===== src/hdl/txc_pkg.sv =====
// ----------------------------------------------------------------------------
// Text console package
// Types and fixed codes shared by the console modules.
// ----------------------------------------------------------------------------
`default_nettype none

package txc_pkg;

  localparam int IDX_W  = 11;
  localparam int BYTE_W = 8;
  localparam int CELL_W = 16;

  localparam logic [1:0] KIND_PUT   = 2'd0;
  localparam logic [1:0] KIND_CLEAR = 2'd1;
  localparam logic [1:0] KIND_READ  = 2'd2;

  localparam logic [7:0] CH_NEWLINE   = 8'd10;
  localparam logic [7:0] CH_BACKSPACE = 8'd8;
  localparam logic [7:0] CH_SPACE     = 8'd32;

  localparam logic [7:0] BLANK_ATTR_RST = 8'd15;

  typedef struct packed {
    logic [1:0]       kind;
    logic [7:0]       char_code;
    logic [7:0]       attr;
    logic [IDX_W-1:0] cell_index;
  } item_t;

  typedef struct packed {
    logic [7:0]       read_char;
    logic [7:0]       read_attr;
    logic [IDX_W-1:0] cursor_pos;
    logic             scrolled;
  } result_t;

  typedef enum logic [2:0] {
    ST_INIT,
    ST_IDLE,
    ST_EXEC,
    ST_READ,
    ST_SCROLL,
    ST_BLANK,
    ST_WRITE,
    ST_HOLD
  } seq_st_t;

endpackage

`default_nettype wire


===== src/hdl/txc_seq.sv =====
// ----------------------------------------------------------------------------
// Console sequencer
// Cursor tracking, command decode and the sweeps over the cell memory.
// ----------------------------------------------------------------------------
`default_nettype none

module txc_seq #(
  parameter int COLUMNS = 80,
  parameter int ROWS    = 25,
  localparam int CELLS  = ROWS * COLUMNS,
  localparam int AW     = $clog2(CELLS)
) (
  input  wire logic                    clk,
  input  wire logic                    rst_n,
  input  wire logic                    in_valid,
  output logic                         in_ready,
  input  wire txc_pkg::item_t          item,
  input  wire logic [7:0]              blank_attr,
  input  wire logic                    slot_free,
  output logic                         res_valid,
  output txc_pkg::result_t             res,
  output logic                         ram_we,
  output logic [AW-1:0]                ram_waddr,
  output logic [txc_pkg::CELL_W-1:0]   ram_wdata,
  output logic                         ram_re,
  output logic [AW-1:0]                ram_raddr,
  input  wire logic [txc_pkg::CELL_W-1:0] ram_rdata
);

  localparam int CW = $clog2(CELLS + 1);
  localparam int RW = $clog2(ROWS + 1);
  localparam int XW = $clog2(COLUMNS);

  txc_pkg::seq_st_t state_r, state_nxt;
  txc_pkg::item_t   item_r, item_nxt;
  txc_pkg::result_t res_r, res_nxt, res_now;

  logic [CW-1:0] cur_r, cur_nxt;
  logic [RW-1:0] row_r, row_nxt;
  logic [XW-1:0] col_r, col_nxt;
  logic [CW-1:0] ptr_r, ptr_nxt;
  logic [AW-1:0] wa_r, wa_nxt;
  logic          pend_r, pend_nxt;
  logic          sc_r, sc_nxt;

  logic          is_nl, is_bs, is_chr, need_scroll, idx_ok;
  logic          exec_fin, blank_last, blank_fin, fin;
  logic [31:0]   idx_ext, cur_ext;
  logic [CW-1:0] src_off;

  assign is_nl  = (item_r.kind == txc_pkg::KIND_PUT) &&
                  (item_r.char_code == txc_pkg::CH_NEWLINE);
  assign is_bs  = (item_r.kind == txc_pkg::KIND_PUT) &&
                  (item_r.char_code == txc_pkg::CH_BACKSPACE);
  assign is_chr = (item_r.kind == txc_pkg::KIND_PUT) && !is_nl && !is_bs;

  assign need_scroll = (is_nl && (row_r >= RW'(ROWS - 1))) ||
                       (is_chr && (cur_r >= CW'(CELLS)));

  assign idx_ext = 32'(item_r.cell_index);
  assign idx_ok  = idx_ext < 32'(CELLS);

  assign exec_fin = !need_scroll && (item_r.kind != txc_pkg::KIND_CLEAR) &&
                    !((item_r.kind == txc_pkg::KIND_READ) && idx_ok);

  assign blank_last = (ptr_r == CW'(CELLS - 1));
  assign blank_fin  = blank_last &&
                      ((item_r.kind == txc_pkg::KIND_CLEAR) || is_nl);

  assign src_off = ptr_r - CW'(COLUMNS);

  always_comb begin
    unique case (state_r)
      txc_pkg::ST_EXEC:  fin = exec_fin;
      txc_pkg::ST_READ:  fin = 1'b1;
      txc_pkg::ST_BLANK: fin = blank_fin;
      txc_pkg::ST_WRITE: fin = 1'b1;
      default:           fin = 1'b0;
    endcase
  end

  // next state
  always_comb begin
    state_nxt = state_r;
    unique case (state_r)
      txc_pkg::ST_INIT: begin
        if (blank_last) state_nxt = txc_pkg::ST_IDLE;
      end
      txc_pkg::ST_IDLE: begin
        if (in_valid) state_nxt = txc_pkg::ST_EXEC;
      end
      txc_pkg::ST_EXEC: begin
        if (need_scroll) begin
          state_nxt = txc_pkg::ST_SCROLL;
        end else if (item_r.kind == txc_pkg::KIND_CLEAR) begin
          state_nxt = txc_pkg::ST_BLANK;
        end else if ((item_r.kind == txc_pkg::KIND_READ) && idx_ok) begin
          state_nxt = txc_pkg::ST_READ;
        end else begin
          state_nxt = slot_free ? txc_pkg::ST_IDLE : txc_pkg::ST_HOLD;
        end
      end
      txc_pkg::ST_READ: begin
        state_nxt = slot_free ? txc_pkg::ST_IDLE : txc_pkg::ST_HOLD;
      end
      txc_pkg::ST_SCROLL: begin
        if (ptr_r == CW'(CELLS)) state_nxt = txc_pkg::ST_BLANK;
      end
      txc_pkg::ST_BLANK: begin
        if (blank_fin) begin
          state_nxt = slot_free ? txc_pkg::ST_IDLE : txc_pkg::ST_HOLD;
        end else if (blank_last) begin
          state_nxt = txc_pkg::ST_WRITE;
        end
      end
      txc_pkg::ST_WRITE: begin
        state_nxt = slot_free ? txc_pkg::ST_IDLE : txc_pkg::ST_HOLD;
      end
      txc_pkg::ST_HOLD: begin
        if (slot_free) state_nxt = txc_pkg::ST_IDLE;
      end
      default: state_nxt = txc_pkg::ST_INIT;
    endcase
  end

  // datapath and memory controls
  always_comb begin
    item_nxt  = item_r;
    cur_nxt   = cur_r;
    row_nxt   = row_r;
    col_nxt   = col_r;
    ptr_nxt   = ptr_r;
    wa_nxt    = wa_r;
    pend_nxt  = pend_r;
    sc_nxt    = sc_r;
    ram_we    = 1'b0;
    ram_waddr = cur_r[AW-1:0];
    ram_wdata = {item_r.attr, item_r.char_code};
    ram_re    = 1'b0;
    ram_raddr = item_r.cell_index[AW-1:0];
    in_ready  = 1'b0;

    unique case (state_r)
      txc_pkg::ST_INIT: begin
        ram_we    = 1'b1;
        ram_waddr = ptr_r[AW-1:0];
        ram_wdata = '0;
        ptr_nxt   = ptr_r + CW'(1);
      end
      txc_pkg::ST_IDLE: begin
        in_ready = 1'b1;
        if (in_valid) item_nxt = item;
      end
      txc_pkg::ST_EXEC: begin
        sc_nxt = need_scroll;
        if (need_scroll) begin
          ptr_nxt  = CW'(COLUMNS);
          pend_nxt = 1'b0;
          row_nxt  = RW'(ROWS - 1);
          if (is_nl) begin
            cur_nxt = CW'(CELLS - COLUMNS);
            col_nxt = '0;
          end else begin
            cur_nxt = CW'(CELLS - COLUMNS + 1);
            col_nxt = XW'(1);
          end
        end else if (item_r.kind == txc_pkg::KIND_CLEAR) begin
          ptr_nxt = '0;
          cur_nxt = '0;
          row_nxt = '0;
          col_nxt = '0;
        end else if (item_r.kind == txc_pkg::KIND_READ) begin
          ram_re = idx_ok;
        end else if (is_nl) begin
          cur_nxt = cur_r - CW'(col_r) + CW'(COLUMNS);
          row_nxt = row_r + RW'(1);
          col_nxt = '0;
        end else if (is_bs) begin
          if (cur_r != '0) begin
            cur_nxt = cur_r - CW'(1);
            if (col_r == '0) begin
              row_nxt = row_r - RW'(1);
              col_nxt = XW'(COLUMNS - 1);
            end else begin
              col_nxt = col_r - XW'(1);
            end
          end
          ram_we    = 1'b1;
          ram_waddr = cur_nxt[AW-1:0];
          ram_wdata = {item_r.attr, txc_pkg::CH_SPACE};
        end else if (is_chr) begin
          ram_we  = 1'b1;
          cur_nxt = cur_r + CW'(1);
          if (col_r == XW'(COLUMNS - 1)) begin
            row_nxt = row_r + RW'(1);
            col_nxt = '0;
          end else begin
            col_nxt = col_r + XW'(1);
          end
        end
      end
      txc_pkg::ST_SCROLL: begin
        // read one row ahead, write the word back a row lower next cycle
        ram_we    = pend_r;
        ram_waddr = wa_r;
        ram_wdata = ram_rdata;
        if (ptr_r < CW'(CELLS)) begin
          ram_re    = 1'b1;
          ram_raddr = ptr_r[AW-1:0];
          pend_nxt  = 1'b1;
          wa_nxt    = src_off[AW-1:0];
          ptr_nxt   = ptr_r + CW'(1);
        end else begin
          pend_nxt = 1'b0;
          ptr_nxt  = CW'(CELLS - COLUMNS);
        end
      end
      txc_pkg::ST_BLANK: begin
        ram_we    = 1'b1;
        ram_waddr = ptr_r[AW-1:0];
        ram_wdata = {blank_attr, 8'd0};
        ptr_nxt   = ptr_r + CW'(1);
      end
      txc_pkg::ST_WRITE: begin
        ram_we    = 1'b1;
        ram_waddr = AW'(CELLS - COLUMNS);
      end
      txc_pkg::ST_READ,
      txc_pkg::ST_HOLD: begin
      end
      default: begin
      end
    endcase
  end

  // result assembly
  assign cur_ext = 32'(cur_nxt);

  always_comb begin
    res_now.cursor_pos = cur_ext[txc_pkg::IDX_W-1:0];
    res_now.scrolled   = (state_r == txc_pkg::ST_EXEC) ? 1'b0 : sc_r;
    if (state_r == txc_pkg::ST_READ) begin
      res_now.read_char = ram_rdata[7:0];
      res_now.read_attr = ram_rdata[15:8];
    end else begin
      res_now.read_char = '0;
      res_now.read_attr = '0;
    end
    res_nxt = fin ? res_now : res_r;
  end

  assign res       = (state_r == txc_pkg::ST_HOLD) ? res_r : res_now;
  assign res_valid = slot_free && (fin || (state_r == txc_pkg::ST_HOLD));

  always_ff @(posedge clk) begin
    if (!rst_n) begin
      state_r <= txc_pkg::ST_INIT;
      cur_r   <= '0;
      row_r   <= '0;
      col_r   <= '0;
      ptr_r   <= '0;
      pend_r  <= 1'b0;
      sc_r    <= 1'b0;
    end else begin
      state_r <= state_nxt;
      cur_r   <= cur_nxt;
      row_r   <= row_nxt;
      col_r   <= col_nxt;
      ptr_r   <= ptr_nxt;
      pend_r  <= pend_nxt;
      sc_r    <= sc_nxt;
    end
  end

  always_ff @(posedge clk) begin
    item_r <= item_nxt;
    res_r  <= res_nxt;
    wa_r   <= wa_nxt;
  end

endmodule

`default_nettype wire


===== config.mk =====
export PLATFORM = sky130hd
export DESIGN_NAME = txc_seq
export DESIGN_NICKNAME = d
export VERILOG_FILES = /design/src/hdl/txc_pkg.sv /design/src/hdl/txc_seq.sv
export SDC_FILE = /design/constraint.sdc
export NUM_CORES = 1
export LEC_CHECK = 0
export BUFFER_PORTS_ARGS = -buffer_cell sky130_fd_sc_hd__buf_2
export CORE_MARGIN = 5
export CORE_UTILIZATION = 59
export CTS_BUF_LIST = sky130_fd_sc_hd__clkbuf_2
export DETAILED_ROUTE_END_ITERATION = 10
export PLACE_DENSITY = 0.83
export SYNTH_ARGS = -nofsm -noshare
export SYNTH_HDL_FRONTEND = slang
export SYNTH_SLANG_ARGS = --single-unit

===== constraint.sdc =====
create_clock -name clk -period 6 [get_ports clk]
set_input_delay 1.2 -clock clk [delete_from_list [all_inputs] [get_ports clk]]
set_output_delay 1.2 -clock clk [all_outputs]
set_load 0.05 [all_outputs]

# Word-level counts from Yosys, hierarchy flattened
# Cells that the tools add are included.
# Widths: inputs -> output; s select.
totals:
  regBits: 107
  in_bits: 57
  out_inout_bits: 70
  wordCells: 167
op_classes:
  add_sub_neg: 10
  magnitude_cmp: 4
  n_eq_ne: 25
  mux: 76
  n_reduce_logical: 36
ops:
  columns: ["cell", "n"]
  rows:
  - ["$mux 11", 18]
  - ["$pmux 16 s4", 1]
  - ["$mux 7", 9]
  - ["$mux 5", 9]
  - ["$pmux 11 s4", 1]
  - ["$mux 8", 5]
  - ["$pmux 11 s3", 1]
  - ["$mux 3", 10]
  - ["$mux 28", 1]
  - ["$add 11x1->11 const B", 2]
  - ["$eq 11x11->1 const B", 2]
  - ["$lt 11x11->1 const B", 2]
  - ["$pmux 3 s7", 1]
  - ["$eq 8x4->1 const B", 2]
  - ["$mux 16", 1]
  - ["$mux 1", 15]
  - ["$eq 3x3->1 const B", 4]
  - ["$add 11x7->11 const B", 1]
  - ["$ge 11x11->1 const B", 1]
  - ["$logic_and 1x1->1", 11]
  - ["$reduce_bool 11->1", 1]
  - ["$sub 11x1->11 const B", 1]
  - ["$sub 11x7->11", 1]
  - ["$sub 11x7->11 const B", 1]
  - ["31 further kinds", 50]

# Logic depth before layout (Yosys ltp)
# Gate-level depths: netlist (run 1).
depth:
  ltp_word: 13
  depth_mapped: 14
  ltp_nobuf: 13

# Least setup slack after synthesis (run 1)
# OpenSTA, ideal clock, no wires.
synth_timing:
  path_kind: "register to output"
  from: "register cur_r[0]"
  to: "output res_valid"
  arrival_ns: 4.520
  required_ns: 4.800
  setup_slack_ns: 0.280
  path_stages_with_launch: 11
  cell_sequence: "dfxtp_1 > clkbuf_1 > inv_1 > ha_1 > or4b_2 > o31ai_1 > a32oi_1 > and2_1 > nand2_1 > o21ai_0 > o21a_1"
synth_via:
  elab_chain_len: 9
synth_lines:
  columns: ["item", "line_no", "rtl"]
  rows:
  - ["start: declaration", "txc_seq.sv:38", "logic [CW-1:0] cur_r, cur_nxt;"]
  - ["start signal: assignment", "txc_seq.sv:266", "cur_r <= cur_nxt;"]
  - ["$ge 11x11->1", "txc_seq.sv:58", "(is_chr && (cur_r >= CW'(CELLS)));"]
  - ["$logic_and 1x1->1", "txc_seq.sv:58", null]
  - ["$logic_or 1x1->1", "txc_seq.sv:57", "assign need_scroll = (is_nl && (row_r >= RW'(ROWS - 1))) ||"]
  - ["$logic_not 1->1", "txc_seq.sv:63", "assign exec_fin = !need_scroll && (item_r.kind != txc_pkg::KIND_CLEAR) &&"]
  - ["$logic_and 1x1->1 (2 in a row)", "txc_seq.sv:63", null]
  - ["$pmux 1 s3", "txc_seq.sv:73", "unique case (state_r)"]
  - ["$logic_or 1x1->1", "txc_seq.sv:253", "assign res_valid = slot_free && (fin || (state_r == txc_pkg::ST_HOLD));"]
  - ["$logic_and 1x1->1", "txc_seq.sv:253", null]
  - ["end: declaration", "txc_seq.sv:20", "output logic res_valid,"]
# No other way between the ends.

==> run summary, run 1 <==
RR Endpoint - res_r[11]$_DFFE_PN_
Reg2reg setup slack - 2.58 ns
CP Capture Type - output pin
Leakage - 0.00358 uW
Via/cell ratio - 6.41
Critical path origin - cur_r[3]$_SDFF_PN0_
Synth Area in Compound Gates - 25.9%
H-tree level count - 3
Via Count - 7542
Core footprint - 12700 um2
Die Y - 124 um
Final hold vios - 0
Largest net degree at the start of global routing - 41
Synth Area in Adders - 6.15%
Power Density - 136 nW/um2
Worst-Skew Late Latency - 0.65 ns
Routed Wire Length - 23.8 mm
First-pass GRT wire length - 37.0 mm
Post-Syn Instances - 902
Syn nets - 996
Slew headroom - 34.0%
Worst EP arrival - 4.26 ns
Crit start category - flop
Initial Utilization - 60.4%
WHS Path Cells - 2
Hold WC Path Type - reg2reg
Worst r2r src - cur_r[2]$_SDFF_PN0_
Ys async rst share - 0%
Synth Area in XOR/XNOR - 1.60%
Commonest non-fill, non-tap cells in the layout - buf_2 (126), nand2_1 (95), nor2_1 (75), o21ai_0 (75), a21oi_1 (70)
RSZ-0062 raised after global routing - no
Number of flops mapped to enable cells by yosys - 68
Hold path start - row_r[4]$_SDFFE_PN0P_
GRT Util Overall - 31.2%
Final setup vio count - 0
Min cycle time layout - 5.46 ns
I/O pin cnt - 127
Slew at the pin closest to its max-slew limit - 0.988 ns
Max Cap Viol - 0
R2r worst-path depth - 9
Rows - 41
Num CTS Buffers - 9
Antenna-violating nets left - 0
Post-CTS setup buffers - 0
Tcrit/Tclk final - 91.0%
IO buf count - 126
1st-pass router iterations - 5
Post-synthesis instance area - 7650 um2
Largest family of logic cells by synthesized area - compound AO/OA/AOI/OAI gates
CTS clk-pin slew, worst paths - 0.32 ns
Simple-gate share of the synthesized area - 21.9%
Most common cell after layout, fill and taps aside - buf_2
DIE AREA - 15300 um2
Register area share after synthesis - 36.9%
TNS Setup - 0 ns
Placed wire-length estimate - 17.7 mm
Clk Tree Root Cell - clkbuf_2
Synthesized flop and latch total - 107
Layout area overhead - 10.9%
Share of layout cells above drive strength 1 - 18.6%
Inserted Diodes - 0
Achievable Freq - 183 MHz
CTS tree - built
Worst-path fanout max - 15
Initial antenna violation count - 0
Multiplexer share of the synthesized area - 2.32%
Vias in the first global route - 6953
Post-synth cell types - 80
Final Slew Violations - 0
Max VDD drop - 154 uV
Routed wire per std cell - 20.2 um
Min-Delay Endpoint - row_r[4]$_SDFFE_PN0P_
Number of hold buffers added after cts - 0
Status - completed
DR iter-0 viols - 870
Routability cong. - 1.03
Mean post-synth cell area - 8.48 um2
Critical Path RT - 4.80 ns
DRC Markers - 0
# nets final - 1094
Max Clock Skew - 0.0398 ns
DIE WIDTH - 124 um
Resized cells post-CTS - 0
Fin util - 67.0%
GR Overflow Total - 0
Synth warnings - 0
Bufs on Longest Clock Path - 2
CTS sink count - 107
Dominant synthesized flop cell - edfxtp_1
CP Class - reg2out
## Yosys cell counts (all sizes together) (11+ instances only)
library cell | n | share of area [%]
and3 | 12 | 0.98
dfxtp | 39 | 10
edfxtp | 68 | 27
o21a | 20 | 2.0
o22ai | 13 | 1.1
nand4 | 13 | 1.1
clkbuf | 42 | 2.3
mux2i | 11 | 1.4
inv | 43 | 2.1
nor2 | 75 | 3.7
buf | 11 | 0.78
ha | 36 | 5.9
a31oi | 12 | 0.98
nor3 | 15 | 1.0
and2 | 26 | 2.1
o21ai | 77 | 5.0
nand2 | 95 | 4.7
a21o | 21 | 2.1
nand3 | 29 | 1.9
nor2b | 13 | 1.1
a21oi | 70 | 4.6
## through the flow
stage               total power (uW)  worst slack, ns  cell area, um2  hold slack, ns  std cells
global route                    1190            0.329            8490           0.507       1177
global placement                 840             1.38            8380           0.459       1161
CTS                             1160            0.554            8490           0.492       1177
finish                          1150            0.540            8490           0.493       1177
detailed placement               841             1.32            8380           0.464       1161
floorplan                        815            0.280            7650           0.449        902
## report_power, final
part	leakage [uW]	switching (uW)	internal [uW]	total, uW
clock network	0.0000687	263	63.7	327
logic	0.00255	22.4	21.1	43.6
registers	0.000963	3.07	780	783
## worst max path at each step
stage          slack, ns   endpoint
2_1_floorplan       0.28  res_valid
3_3_place_gp        1.38     res[8]
3_5_place_dp        1.32     res[8]
6_report            0.54     res[8]
5_1_grt             0.33     res[8]
4_1_cts             0.55     res[8]
## flip-flops by register name (all words and copies together) (netlist names)
register,flops
idx_ext,11
state_r,3
sc_r,1
cur_r,11
item_r,18
row_r,5
ptr_r,11
res_r,28
col_r,7
pend_r,1
wa_r,11
## critical path, cell delays in order (launching register included)
cell and delay, ns:
dfxtp_1 0.72, ha_1 0.33, ha_1 0.35, nor2b_1 0.17, o31a_1 0.26, o21a_1 0.20, or4b_2 0.61, a31oi_1 0.30
nor3_1 0.14, a211oi_1 0.22, buf_2 0.31
## cell type report
class / count / area, um2
fillers: 1112 / 4180
flip-flops and latches: 107 / 2820
inverters: 45 / 169
clock inverters: 7 / 63.8
multi-input cells: 697 / 4440
clock buffers: 9 / 45.0
repair buffers: 140 / 736
well taps: 172 / 215
## per-layer routing
metal / share of wire, % / GRT usage [%] / vias up
met2: 46 / 49.5 / 436
li1: - / - / 3536
met3: 9.5 / 6.09 / 77
met4: 3.5 / 11.7 / 0
met1: 41 / 42.4 / 3493
met5: 0 / 0 / -
## kinds of logic after synthesis
logic type / Yosys count
buffers and inverters: 98
adder cells (fa/ha/maj): 37
AO/OA/AOI/OAI: 303
multiplexers: 17
XOR/XNOR: 14
flip-flops: 107
AND/OR/NAND/NOR: 326
Power figures use the tool's default switching activity.
==> run 2, diff against run 1 <==
--- a/config.mk
+++ b/config.mk
@@ -11,6 +11,7 @@
 export CTS_BUF_LIST = sky130_fd_sc_hd__clkbuf_2
 export DETAILED_ROUTE_END_ITERATION = 10
 export PLACE_DENSITY = 0.83
+export RECOVER_POWER = 50
 export SYNTH_ARGS = -nofsm -noshare
 export SYNTH_HDL_FRONTEND = slang
 export SYNTH_SLANG_ARGS = --single-unit
==> run summary, run 2 (synthesized netlist as in run 1, its figures left out) <==
Status - finished with violations
Violated checks - DRC, capacitance limit, slew limit
Leakage - 0.00353 uW
Achievable Freq - 181 MHz
Slowest cell delay on critical path - 0.61 ns
H-tree level count - 3
Min-Delay Endpoint - row_r[4]$_SDFFE_PN0P_
WP buf/inv - 3
Largest delay share family, worst path - compound AO/OA/AOI/OAI gates
DIE AREA - 15300 um2
Slowest-stage cell, CP - or4b_2
Max reg flops - 28
Placed instance area - 8380 um2
IO buf count - 126
CTS tree - built
Hold path start - row_r[4]$_SDFFE_PN0P_
Routed Wire Length - 23.8 mm
CP cell instances - inv_1 -> ha_1 -> or4b_2 -> o31ai_1 -> a32oi_1 -> clkbuf_1 -> nand2_1 -> o31ai_1 -> a211oi_1 -> a21oi_1 -> buf_2
CTS clk-pin slew, worst paths - 0.29 ns
Worst-path fanout max - 14
# nets final - 1094
First-pass GRT wire length - 37.0 mm
DIE WIDTH - 124 um
Final hold vios - 0
Worst path depth - 11
Worst r2r src - state_r[0]$_SDFFE_PN0P_
Number of hold buffers added after cts - 0
Initial Utilization - 60.4%
Final setup vio count - 0
Max VDD drop - 155 uV
Crit start category - flop
Initial antenna violation count - 0
Rows - 41
WHS Path Cells - 2
Worst-Skew Late Latency - 0.67 ns
I/O pin cnt - 127
Antenna-violating nets left - 0
RR Endpoint - col_r[4]$_SDFFE_PN0P_
Most common cell after layout, fill and taps aside - buf_2
Routed wire per std cell - 20.2 um
CTS sink count - 107
Max Clock Skew - 0.0387 ns
Num CTS Buffers - 9
Layout area overhead - 10.6%
DRC Markers - 2
Resized cells post-CTS - 0
CP Class - reg2out
Via/cell ratio - 6.41
CP Capture Type - output pin
Worst EP arrival - 4.33 ns
Largest net degree at the start of global routing - 41
GRT Util Overall - 31.2%
Post-CTS setup buffers - 0
Min cycle time layout - 5.53 ns
Vias in the first global route - 6953
Power Density - 136 nW/um2
RSZ-0062 raised after global routing - no
1st-pass router iterations - 9
Inserted Diodes - 0
Slew headroom - -10.1%
R2r worst-path depth - 9
Placed wire-length estimate - 17.7 mm
Core footprint - 12700 um2
TNS Setup - 0 ns
Slew at the pin closest to its max-slew limit - 1.65 ns
Routability cong. - 1.03
Die Y - 124 um
Commonest non-fill, non-tap cells in the layout - buf_2 (126), nand2_1 (95), nor2_1 (75), o21ai_0 (75), a21oi_1 (70)
Clk Tree Root Cell - clkbuf_2
Reg with most FFs - res_r
Share of layout cells above drive strength 1 - 17.9%
Final instance area - 8460 um2
GR Overflow Total - 0
Biggest regs - res_r x28, item_r x18
Hold WC Path Type - reg2reg
Reg2reg setup slack - 2.15 ns
Tcrit/Tclk final - 92.2%
Via Count - 7544
DR iter-0 viols - 997
Critical Path RT - 4.80 ns
Final Slew Violations - 30
Bufs on Longest Clock Path - 2
Cell repeated most along the worst path - o31ai_1
Max Cap Viol - 1
[run 2: cell count changes in the layout (fill, tap and decap cells not counted)]
| cell | before | now |
|---|---|---|
| clkbuf_1 | 0 | 4 |
| nor3b_1 | 6 | 7 |
| a32o_2 | 1 | 0 |
| nor3_2 | 2 | 1 |
| buf_4 | 14 | 10 |
| a32o_1 | 1 | 2 |
| nor3_1 | 13 | 14 |
| nor3b_2 | 2 | 1 |
| and2_1 | 26 | 7 |
| and2_0 | 0 | 19 |
[run 2: per-layer routing]
| metal | GRT usage, % | up-vias | routed length (um) |
|---|---|---|---|
| li1 | - | 3533 | - |
| met1 | 42.4 | 3480 | 9740 |
| met2 | 49.5 | 454 | 10800 |
| met3 | 6.09 | 77 | 2400 |
| met4 | 11.7 | 0 | 819 |
| met5 | 0 | - | 0 |
[run 2: power breakdown]
part / internal [uW] / switching (uW)
clock network: 63.7 / 264
logic: 21.1 / 22.5
registers: 780 / 3.10
total: 865 / 290
[run 2: area by class of cell]
type                    count  area, um2
clock buffers               9       45.0
repair buffers            140        721
clock inverters             7       63.8
multi-input cells         697       4430
flip-flops and latches    107       2820
well taps                 172        215
fillers                  1119       4210
inverters                  45        169
[run 2: how the worst max path moves through the flow]
stage | start | endpoint | slack (ns)
global route | cur_r[0]$_SDFF_PN0_ | res[7] | 0.30
global placement | cur_r[4]$_SDFF_PN0_ | res[8] | 1.38
finish | cur_r[0]$_SDFF_PN0_ | res[6] | 0.47
floorplan | cur_r[0]$_SDFF_PN0_ | res_valid | 0.28
detailed placement | cur_r[4]$_SDFF_PN0_ | res[8] | 1.32
CTS | cur_r[3]$_SDFF_PN0_ | res[8] | 0.55
[run 2: per-stage QoR]
stage	util, %	hold WS, ns	instances	setup WS, ns	total power [uW]
CTS	67.0	0.492	1177	0.554	1160
floorplan	-	0.449	902	0.280	815
finish	66.8	0.494	1177	0.465	1150
global route	66.8	0.507	1177	0.302	1190
detailed placement	66.1	0.464	1161	1.32	841
global placement	66.1	0.459	1161	1.38	840
[run 2: worst register-to-register path, cell delays in order, from the launching register on]
cell      delay (ns)
dfxtp_1         0.61
buf_4           0.35
nor3b_1         0.64
clkbuf_1        0.50
nand2b_1        0.28
a21oi_1         0.78
nand3_1         0.24
nor3_1          0.23
a21oi_1         0.06
nor2b_1         0.11
==> run 3, diff against run 2 <==
--- a/config.mk
+++ b/config.mk
@@ -5,6 +5,7 @@
 export SDC_FILE = /design/constraint.sdc
 export NUM_CORES = 1
 export LEC_CHECK = 0
+export ABC_AREA = 1
 export BUFFER_PORTS_ARGS = -buffer_cell sky130_fd_sc_hd__buf_2
 export CORE_MARGIN = 5
 export CORE_UTILIZATION = 59
==> run summary, run 3 <==
Vias in the first global route - 7154
Crit start category - flop
Via/cell ratio - 5.75
Layout area overhead - 10.1%
CP Capture Type - output pin
DIE WIDTH - 124 um
Share of layout cells above drive strength 1 - 16.4%
First-pass GRT wire length - 36.5 mm
Flop pwr share - 56.5%
Hold WC Path Type - reg2reg
Resized cells post-CTS - 0
GRT Util Overall - 31.1%
Rows - 41
Bufs on Longest Clock Path - 2
Final Slew Violations - 0
Final worst slack - 0.463 ns
R2r worst-path depth - 12
TNS Setup - 0 ns
Clk Tree Root Cell - clkbuf_2
Die Y - 124 um
Post-synthesis instance area - 7650 um2
Fin util - 66.5%
RR Endpoint - row_r[0]$_SDFFE_PN0P_
Worst-Skew Late Latency - 0.66 ns
Num CTS Buffers - 9
DRC Markers - 0
Switch share - 32.6%
DIE AREA - 15300 um2
CTS sink count - 107
Multiplexer share of the synthesized area - 0%
Min-Delay Endpoint - pend_r$_SDFFE_PN0P_
Min cycle time layout - 5.54 ns
Slew headroom - 13.2%
Combinational share of power - 17.5%
Clock group share of total power - 26.0%
WL met1 - 9.46 mm
Hold path start - pend_r$_SDFFE_PN0P_
Max Cap Viol - 0
Number of flops mapped to enable cells by yosys - 68
Reg2reg setup slack - 2.08 ns
Biggest regs - res_r x28, item_r x18
Most common cell after layout, fill and taps aside - nand2_1
Worst r2r src - cur_r[0]$_SDFF_PN0_
Initial antenna violation count - 0
Register area share after synthesis - 36.9%
Synth top area share - 26.7%
Post-CTS setup buffers - 0
Synth Area in Compound Gates - 13.9%
IO buf count - 126
I/O pin cnt - 127
Initial Utilization - 60.3%
H-tree level count - 3
Setup slack at placement - 1.67 ns
Tcrit/Tclk final - 92.3%
Worst EP arrival - 4.34 ns
Core footprint - 12700 um2
Top cells by count, synth - nand2_1 (306), inv_1 (114), nor2_1 (84)
Status - completed
Most frequent cell after synthesis - nand2_1
Reg with most FFs - res_r
Final hold vios - 0
Number of hold buffers added after cts - 0
Internal power - 975 uW
Largest cells by area after synthesis - edfxtp_1 (27%), nand2_1 (15%), dfxtp_1 (10%), ha_1 (5.9%), inv_1 (5.6%)
Mean post-synth cell area - 7.28 um2
Leakage - 0.00388 uW
Placed instance area - 8380 um2
Final instance area - 8420 um2
Largest family of logic cells by synthesized area - simple AND/OR/NAND/NOR gates
Net Sw Power - 472 uW
Post-synth top area cell - edfxtp_1
CP cell instances - inv_1 -> nand2_2 -> nor2_1 -> nand3_4 -> nand2_1 -> inv_4 -> nand2_1 -> nand3_1 -> inv_1 -> nand4_1 -> a31oi_1 -> buf_2
GR Overflow Total - 0
Synth Area in XOR/XNOR - 3.32%
Synthesized flop and latch total - 107
Ys async rst share - 0%
CTS tree - built
Power Density - 172 nW/um2
Antenna-violating nets left - 0
1st-pass router iterations - 6
Syn nets - 1145
Slew at the pin closest to its max-slew limit - 1.29 ns
CP Class - reg2out
WP buf/inv - 4
Commonest non-fill, non-tap cells in the layout - nand2_1 (311), buf_2 (126), inv_1 (119), nor2_1 (85), nand3_1 (70)
Critical Path RT - 4.80 ns
Metal2 WL - 11.0 mm
Synth warnings - 0
Dominant synthesized flop cell - edfxtp_1
Worst-path fanout max - 11
Routed wire per std cell - 17.8 um
Synth Area in Adders - 6.15%
Simple-gate share of the synthesized area - 31.0%
DR iter-0 viols - 778
Routed met3 length - 2.35 mm
Largest delay share family, worst path - simple AND/OR/NAND/NOR gates
Via Count - 7670
Routability cong. - 1.03
Routed Wire Length - 23.7 mm
Post-Syn Instances - 1051
Inserted Diodes - 0
Slowest-stage cell, CP - edfxtp_1
Largest net degree at the start of global routing - 33
Final setup vio count - 0
Top sig layer - met4
Achievable Freq - 181 MHz
Placed wire-length estimate - 18.3 mm
Post-synth cell types - 51
CTS clk-pin slew, worst paths - 0.31 ns
Slowest cell delay on critical path - 0.57 ns
RSZ-0062 raised after global routing - no
Max VDD drop - 209 uV
Max Clock Skew - 0.0386 ns
# nets final - 1252
Max reg flops - 28
WHS Path Cells - 2
[run 3: cell count changes after synthesis, moves of 13 or more]
| cell | before | now |
|---|---|---|
| nand2_1 | 95 | 306 |
| inv_1 | 43 | 114 |
| nand3_1 | 29 | 67 |
| and2_1 | 26 | 0 |
| a21oi_1 | 70 | 48 |
| a21o_1 | 21 | 0 |
| o21a_1 | 20 | 0 |
| clkbuf_1 | 40 | 21 |
| inv_2 | 0 | 19 |
| o211ai_1 | 6 | 22 |
| nor2b_1 | 13 | 0 |
| o21ai_0 | 76 | 63 |
[run 3: routing by layer]
| metal | vias up | track usage (%) |
|---|---|---|
| li1 | 3700 | - |
| met1 | 3468 | 41.3 |
| met4 | 0 | 12.8 |
| met5 | - | 0 |
| met3 | 72 | 6.77 |
| met2 | 430 | 49.4 |
[run 3: kinds of logic (layout without fill, tap and decap cells)]
| group | count (synthesis) | in the layout |
|---|---|---|
| compound gates | 178 | 178 |
| fa+ha+maj | 37 | 37 |
| xor+xnor | 29 | 29 |
| flops | 107 | 107 |
| simple gates | 530 | 530 |
| buf+inv | 170 | 282 |
[run 3: worst max path at each step]
stage	start	endpoint	slack, ns	cells past startpoint
6_report	item_r[28]$_DFFE_PP_	res[5]	0.46	12
5_1_grt	item_r[28]$_DFFE_PP_	res[5]	0.30	12
4_1_cts	cur_r[0]$_SDFF_PN0_	res[10]	0.89	20
3_5_place_dp	cur_r[0]$_SDFF_PN0_	res[10]	1.67	20
3_3_place_gp	cur_r[0]$_SDFF_PN0_	res[10]	1.78	20
2_1_floorplan	cur_r[0]$_SDFF_PN0_	res_valid	1.30	14
[run 3: per-stage QoR]
stage,cells,power (uW),hold slack (ns)
final,1335,1450,0.514
after global routing,1335,1500,0.517
after CTS,1335,1450,0.510
after detailed placement,1319,1090,0.486
after global placement,1319,1080,0.480
after floorplan,1051,1010,0.457
[run 3: cell type report]
cell class,count,area [um2]
Sequential cell,107,2820
Tap cell,172,215
Clock inverter,7,92.6
Fill cell,1187,4250
Clock buffer,9,45.0
Timing Repair Buffer,131,664
Inverter,135,509
Multi-Input combinational cell,774,4070
[run 3: worst register-to-register path, delay by kind of cell (launching register included)]
family | cells | cell delay (ns)
flops | 1 | 0.48
simple gates | 5 | 1.07
buf+inv | 4 | 0.81
compound gates | 2 | 1.25
fa+ha+maj | 1 | 0.26
[run 3: power groups by stage]
stage               combinational, uW  clock, uW  sequential, uW
floorplan                         184          0             829
global placement                  252          0             831
detailed placement                255          0             832
CTS                               255        381             817
global route                      273        409             821
finish                            253        376             818
